--- src/hdl/nnsa_pkg.sv ---
// ----------------------------------------------------------------------------
// nnsa_pkg
// Shared widths, register indices and pipeline sideband for the NV12
// nearest-neighbour address generator.
// ----------------------------------------------------------------------------
package nnsa_pkg;

    localparam int DIM_W   = 13;   // frame dimension registers
    localparam int COORD_W = 12;   // destination row / byte column
    localparam int LEN_W   = 25;   // captured length
    localparam int OFF_W   = 25;   // byte offsets
    localparam int AREA_W  = 26;   // width * height product
    localparam int IDX_W   = 3;    // configuration register index

    typedef enum logic [IDX_W-1:0] {
        REG_SRC_WIDTH       = 3'd0,
        REG_SRC_HEIGHT      = 3'd1,
        REG_DST_WIDTH       = 3'd2,
        REG_DST_HEIGHT      = 3'd3,
        REG_CAPTURED_LENGTH = 3'd4
    } reg_idx_t;

    // Travels alongside the quotient pipelines
    typedef struct packed {
        logic               ok;      // dimensions and coordinate in range
        logic               chroma;  // interleaved U/V plane
        logic [COORD_W-1:0] row;
        logic [COORD_W-1:0] col;
        logic [AREA_W-1:0]  area;    // src_width * src_height
        logic [OFF_W-1:0]   dbase;   // dst_width * dst_height, low bits
    } sb_t;

endpackage

--- src/hdl/nnsa_div.sv ---
// ----------------------------------------------------------------------------
// nnsa_div
// Pipelined restoring divider, one quotient bit per stage. The quotient is
// only meaningful when it fits in QW bits.
// ----------------------------------------------------------------------------
module nnsa_div
    import nnsa_pkg::*;
#(
    parameter int QW    = 12,
    parameter int NUM_W = 25
)
(
    input  logic              clk,
    input  logic [QW-1:0]     en,
    input  logic [NUM_W-1:0]  num,
    input  logic [DIM_W-1:0]  den,
    output logic [QW-1:0]     quo
);

    localparam int CW = NUM_W + QW;

    logic [NUM_W-1:0] rem_reg [QW-1];
    logic [DIM_W-1:0] den_reg [QW-1];
    logic [QW-1:0]    quo_reg [QW];

    genvar k;
    generate
        for (k = 0; k < QW; k++)
        begin : g_stage
            localparam int            SH  = QW - 1 - k;
            localparam logic [QW-1:0] BIT = QW'(1) << SH;

            logic [NUM_W-1:0] rem_in;
            logic [DIM_W-1:0] den_in;
            logic [QW-1:0]    quo_in;
            logic [CW-1:0]    dsh;
            logic [CW-1:0]    diff;
            logic             ge;

            if (k == 0)
            begin : g_first
                assign rem_in = num;
                assign den_in = den;
                assign quo_in = '0;
            end
            else
            begin : g_next
                assign rem_in = rem_reg[k-1];
                assign den_in = den_reg[k-1];
                assign quo_in = quo_reg[k-1];
            end

            assign dsh  = CW'(den_in) << SH;
            assign ge   = CW'(rem_in) >= dsh;
            assign diff = CW'(rem_in) - dsh;

            always_ff @(posedge clk)
            begin
                if (en[k])
                begin
                    quo_reg[k] <= ge ? (quo_in | BIT) : quo_in;
                end
            end

            // last stage needs no remainder or divisor
            if (k < QW - 1)
            begin : g_carry
                always_ff @(posedge clk)
                begin
                    if (en[k])
                    begin
                        rem_reg[k] <= ge ? diff[NUM_W-1:0] : rem_in;
                        den_reg[k] <= den_in;
                    end
                end
            end
        end
    endgenerate

    assign quo = quo_reg[QW-1];

endmodule

--- config.mk ---
export PLATFORM = sky130hd
export DESIGN_NAME = nnsa_div
export DESIGN_NICKNAME = d
export VERILOG_FILES = /design/src/hdl/nnsa_pkg.sv /design/src/hdl/nnsa_div.sv
export SDC_FILE = /design/constraint.sdc
export NUM_CORES = 1
export LEC_CHECK = 0
export ABC_AREA = 1
export BUFFER_PORTS_ARGS = -buffer_cell sky130_fd_sc_hd__buf_2
export CORE_ASPECT_RATIO = 0.8
export CORE_MARGIN = 1.5
export CORE_UTILIZATION = 40
export CTS_CLUSTER_DIAMETER = 40
export DETAILED_ROUTE_END_ITERATION = 10
export GPL_TIMING_DRIVEN = 0
export PLACE_DENSITY = 0.54
export SLEW_MARGIN = 20
export SYNTH_ARGS = -nofsm -noshare
export SYNTH_HDL_FRONTEND = slang
export SYNTH_SLANG_ARGS = --single-unit
--- constraint.sdc ---
create_clock -name clk -period 5 [get_ports clk]
set_clock_uncertainty 0.15 [all_clocks]
set_input_delay 0.25 -clock clk [delete_from_list [all_inputs] [get_ports clk]]
set_output_delay 0.25 -clock clk [all_outputs]
set_load 0.05 [all_outputs]
==> flow_results.xml <==
<?xml version="1.0" encoding="UTF-8"?>
<metrics>
  <group name="final_layout">
    <metric name="num_antenna_cells" unit="">0</metric>
    <metric name="post-route-cell-area" unit="sq um">33800</metric>
    <metric name="final_core_utilization" unit="%">46.5</metric>
    <metric name="final_net_count" unit="">3914</metric>
    <metric name="area_growth_syn_to_layout" unit="%">14.4</metric>
    <metric name="largest_register_ff_count" unit="">275</metric>
    <metric name="finish.cell_count_without_fillers" unit="">4697</metric>
    <metric name="drive_above_1_share" unit="%">6.80</metric>
  </group>
  <group name="routing">
    <metric name="avgRoutedWirePerCell" unit="um">15.7</metric>
    <metric name="dr_total_vias" unit="">22800</metric>
    <metric name="first_iter_violations" unit="">1948</metric>
    <metric name="detail-route-antenna-nets" unit="">0</metric>
    <metric name="drt-total-wl" unit="mm">73.7</metric>
    <metric name="drcViolationCount" unit="">0</metric>
    <metric name="route.detailed.vias_per_inst" unit="">4.84</metric>
    <metric name="drt_pass1_iterations" unit="">8</metric>
  </group>
  <group name="synth">
    <metric name="synthArstFlopShare" unit="%">0</metric>
    <metric name="synth.net_count" unit="">3741</metric>
    <metric name="ys_seq_elements" unit="">496</metric>
    <metric name="synth-seq-area-share" unit="%">50.5</metric>
    <metric name="synthCells" unit="">3523</metric>
    <metric name="synth.avg_cell_area" unit="sq um">8.38</metric>
    <metric name="yosys_warnings" unit="">0</metric>
    <metric name="yosysUniqueCellTypes" unit="">39</metric>
    <metric name="synth_edf_count" unit="">496</metric>
    <metric name="dominantRegCellSynth" unit="">sky130_fd_sc_hd__edfxtp_1</metric>
    <metric name="syn-cell-area" unit="sq um">29500</metric>
  </group>
  <group name="placement">
    <metric name="globalplace.congestion" unit="">0.909</metric>
    <metric name="port-buffer-count" unit="">62</metric>
    <metric name="post-dp-hpwl" unit="mm">58.7</metric>
    <metric name="dp.cells" unit="">4530</metric>
    <metric name="placed_area" unit="sq um">31000</metric>
  </group>
  <group name="floorplan">
    <metric name="die_h" unit="um">246</metric>
    <metric name="initial_utilization" unit="%">40.7</metric>
    <metric name="core-area" unit="sq um">72600</metric>
    <metric name="num_rows" unit="">88</metric>
    <metric name="fp.dieArea" unit="sq um">75400</metric>
    <metric name="design.portCount" unit="">63</metric>
    <metric name="die_wd" unit="um">307</metric>
  </group>
  <group name="global_route">
    <metric name="number_of_global_route_vias_before_repair" unit="">21100</metric>
    <metric name="globalRoute.totalOverflow" unit="">0</metric>
    <metric name="grt_first_pass_wirelength" unit="mm">118</metric>
    <metric name="initial_antenna_violation_count" unit="">0</metric>
    <metric name="grt_use_total" unit="%">19.9</metric>
    <metric name="grt_max_degree" unit="">50</metric>
  </group>
  <group name="sta">
    <metric name="slew_of_the_pin_with_the_lowest_slew_margin" unit="ps">1050</metric>
    <metric name="drv_slew" unit="">0</metric>
    <metric name="period_minus_slack" unit="ps">2950</metric>
    <metric name="max_freq" unit="GHz">0.339</metric>
    <metric name="grt_setup_unrepaired" unit="">false</metric>
    <metric name="maxSlewHeadroom" unit="%">30.2</metric>
    <metric name="setup_violations" unit="">0</metric>
    <metric name="post-route-period-util" unit="%">59.0</metric>
    <metric name="setup_total_negative_slack" unit="ps">0</metric>
    <metric name="final_hold_viol_count" unit="">0</metric>
    <metric name="hold_ws" unit="ps">43.9</metric>
  </group>
  <group name="clock_tree">
    <metric name="tritoncts.num_buffers" unit="">70</metric>
    <metric name="ctsRootBufferMaster" unit="">sky130_fd_sc_hd__clkbuf_16</metric>
    <metric name="cts_tree" unit="">built</metric>
    <metric name="ctsResizeCount" unit="">0</metric>
    <metric name="worst_skew_pair_latency" unit="ps">590</metric>
    <metric name="clock_sinks" unit="">496</metric>
    <metric name="max-clock-path-buffers" unit="">3</metric>
    <metric name="clock_tree.htree_level_count" unit="">3</metric>
    <metric name="clkSlewWorstSetupHoldPaths" unit="ps">50</metric>
  </group>
  <group name="critical_path">
    <metric name="worst_path_class_setup" unit="">flop to flop</metric>
    <metric name="critical_path_arrival" unit="ps">3120</metric>
    <metric name="r2r-start" unit="">rem_reg[9][1]</metric>
    <metric name="worst_setup_path_end_kind" unit="">flop</metric>
    <metric name="startpoint_type" unit="">flop</metric>
    <metric name="worst-path-max-fanout" unit="">10</metric>
    <metric name="worstPathRequired" unit="ps">5160</metric>
    <metric name="crit_start" unit="">rem_reg[9][1]</metric>
  </group>
  <group name="flow_run">
    <metric name="max_cap_viol_count" unit="">0</metric>
  </group>
  <group name="power">
    <metric name="vdd.ir_drop.worst" unit="mV">0.319</metric>
    <metric name="power.leakage" unit="nW">15.6</metric>
    <metric name="pwr_density_cell" unit="nW/um^2">509</metric>
  </group>
  <group name="hold_path">
    <metric name="timing.hold.worst.start" unit="">en[8]</metric>
    <metric name="timing.hold.worst.class" unit="">input port to flop</metric>
  </group>
  <group name="run_status">
    <metric name="run_status" unit="">completed</metric>
  </group>
</metrics>
## synthesized netlist by cell type, drive strengths merged (6+ instances only)
master     n  share of area (%)
nand3b    37               0.94
buf       29               0.86
nand2   1241                 16
nand3    231                4.1
fa        11               0.75
ha       156                6.6
nand4     51                1.1
xnor2     19               0.56
edfxtp   496                 50
nor4       6               0.13
nor2     328                4.3
o21ai     73                1.3
inv      580                7.4
xor2      71                2.1
a21oi    142                2.5
nor3      21               0.36
and2      11               0.23
## cell type report
cell class | count | area [sq um]
Tap cell | 945 | 1180
Buffer | 30 | 259
Clock inverter | 52 | 533
Multi-Input combinational cell | 2417 | 12200
Inverter | 580 | 2180
Timing Repair Buffer | 101 | 711
Fill cell | 7150 | 38800
Clock buffer | 76 | 1820
Sequential cell | 496 | 14900
## placed cells by master, fill, tap and decap left out, types with 5 or more instances in the layout
cell and n:
sky130_fd_sc_hd__o21bai_1 5, sky130_fd_sc_hd__clkinv_1 9, sky130_fd_sc_hd__xnor2_1 19, sky130_fd_sc_hd__buf_4 16, sky130_fd_sc_hd__dlygate4sd3_1 39, sky130_fd_sc_hd__nor3_1 21, sky130_fd_sc_hd__nand3b_1 37, sky130_fd_sc_hd__bufinv_16 7
sky130_fd_sc_hd__o21ai_1 8, sky130_fd_sc_hd__xor2_1 71, sky130_fd_sc_hd__nor2_2 8, sky130_fd_sc_hd__inv_2 11, sky130_fd_sc_hd__buf_6 11, sky130_fd_sc_hd__a21oi_1 138, sky130_fd_sc_hd__buf_2 63, sky130_fd_sc_hd__edfxtp_1 496
sky130_fd_sc_hd__o21ai_0 63, sky130_fd_sc_hd__clkinv_2 11, sky130_fd_sc_hd__nand2_2 5, sky130_fd_sc_hd__fa_1 11, sky130_fd_sc_hd__nand3_1 224, sky130_fd_sc_hd__clkinvlp_4 6, sky130_fd_sc_hd__ha_1 156, sky130_fd_sc_hd__clkbuf_16 72
sky130_fd_sc_hd__nor4_1 6, sky130_fd_sc_hd__inv_6 11, sky130_fd_sc_hd__and2_1 11, sky130_fd_sc_hd__inv_1 569, sky130_fd_sc_hd__nor2_1 316, sky130_fd_sc_hd__nand4_1 50, sky130_fd_sc_hd__nand2_1 1235, sky130_fd_sc_hd__nand3_2 6
## worst paths after layout
kind                                   endpoint  slack, ps  cells past startpoint
worst min register to register   quo_reg[2][23]        260                      0
worst max register to register  rem_reg[10][19]       2050                     13
worst min-delay path             rem_reg[8][24]         40                      1
worst max-delay path            rem_reg[10][19]       2050                     13
## metal layers
layer | up-vias | GRT usage, % | routed length (um)
met5 | - | 0 | 0
met3 | 74 | 3.64 | 4300
li1 | 11800 | - | -
met2 | 593 | 30.4 | 31900
met1 | 10300 | 29.5 | 36600
met4 | 0 | 3.86 | 1000
## critical path: stages (launching register included)
cell	delay, ps
sky130_fd_sc_hd__edfxtp_1	390
sky130_fd_sc_hd__inv_1	70
sky130_fd_sc_hd__ha_1	150
sky130_fd_sc_hd__inv_1	120
sky130_fd_sc_hd__fa_1	490
sky130_fd_sc_hd__nand3_1	140
sky130_fd_sc_hd__nand3_2	140
sky130_fd_sc_hd__nand3_1	100
sky130_fd_sc_hd__nand2_1	90
sky130_fd_sc_hd__nand2_1	210
sky130_fd_sc_hd__nand2_2	110
sky130_fd_sc_hd__nor2_4	240
sky130_fd_sc_hd__buf_6	190
sky130_fd_sc_hd__a21oi_1	80
## stage by stage
stage / setup WS (ps) / power, W
6_report: 2050 / 0.0172
5_1_grt: 1920 / 0.0185
4_1_cts: 2040 / 0.0173
3_5_place_dp: 2070 / 0.0123
3_3_place_gp: 2070 / 0.0123
2_1_floorplan: 2660 / 0.0106
## power by group
group,switching [W],total [W],leakage (nW),internal (W)
Clock,0.00188,0.00491,1.14,0.00303
Sequential,0.000603,0.00629,4.79,0.00568
Combinational,0.00391,0.00599,9.67,0.00208
## cell families after synthesis
group                    Yosys count  share of synthesized area, %
flip-flops                       496                          50.5
AO/OA/AOI/OAI                    226                          4.03
AND/OR/NAND/NOR                 1934                          27.2
buffers and inverters            610                          8.25
XOR/XNOR                          90                          2.67
adder cells (fa/ha/maj)          167                          7.36
## repair_timing
item                                   in CTS  in global routing
endpoints found under the hold margin      50                  0
hold buffers                               39                  0
buffers inserted                            0                  0
Note: power is estimated with default switching activity, not from simulation.
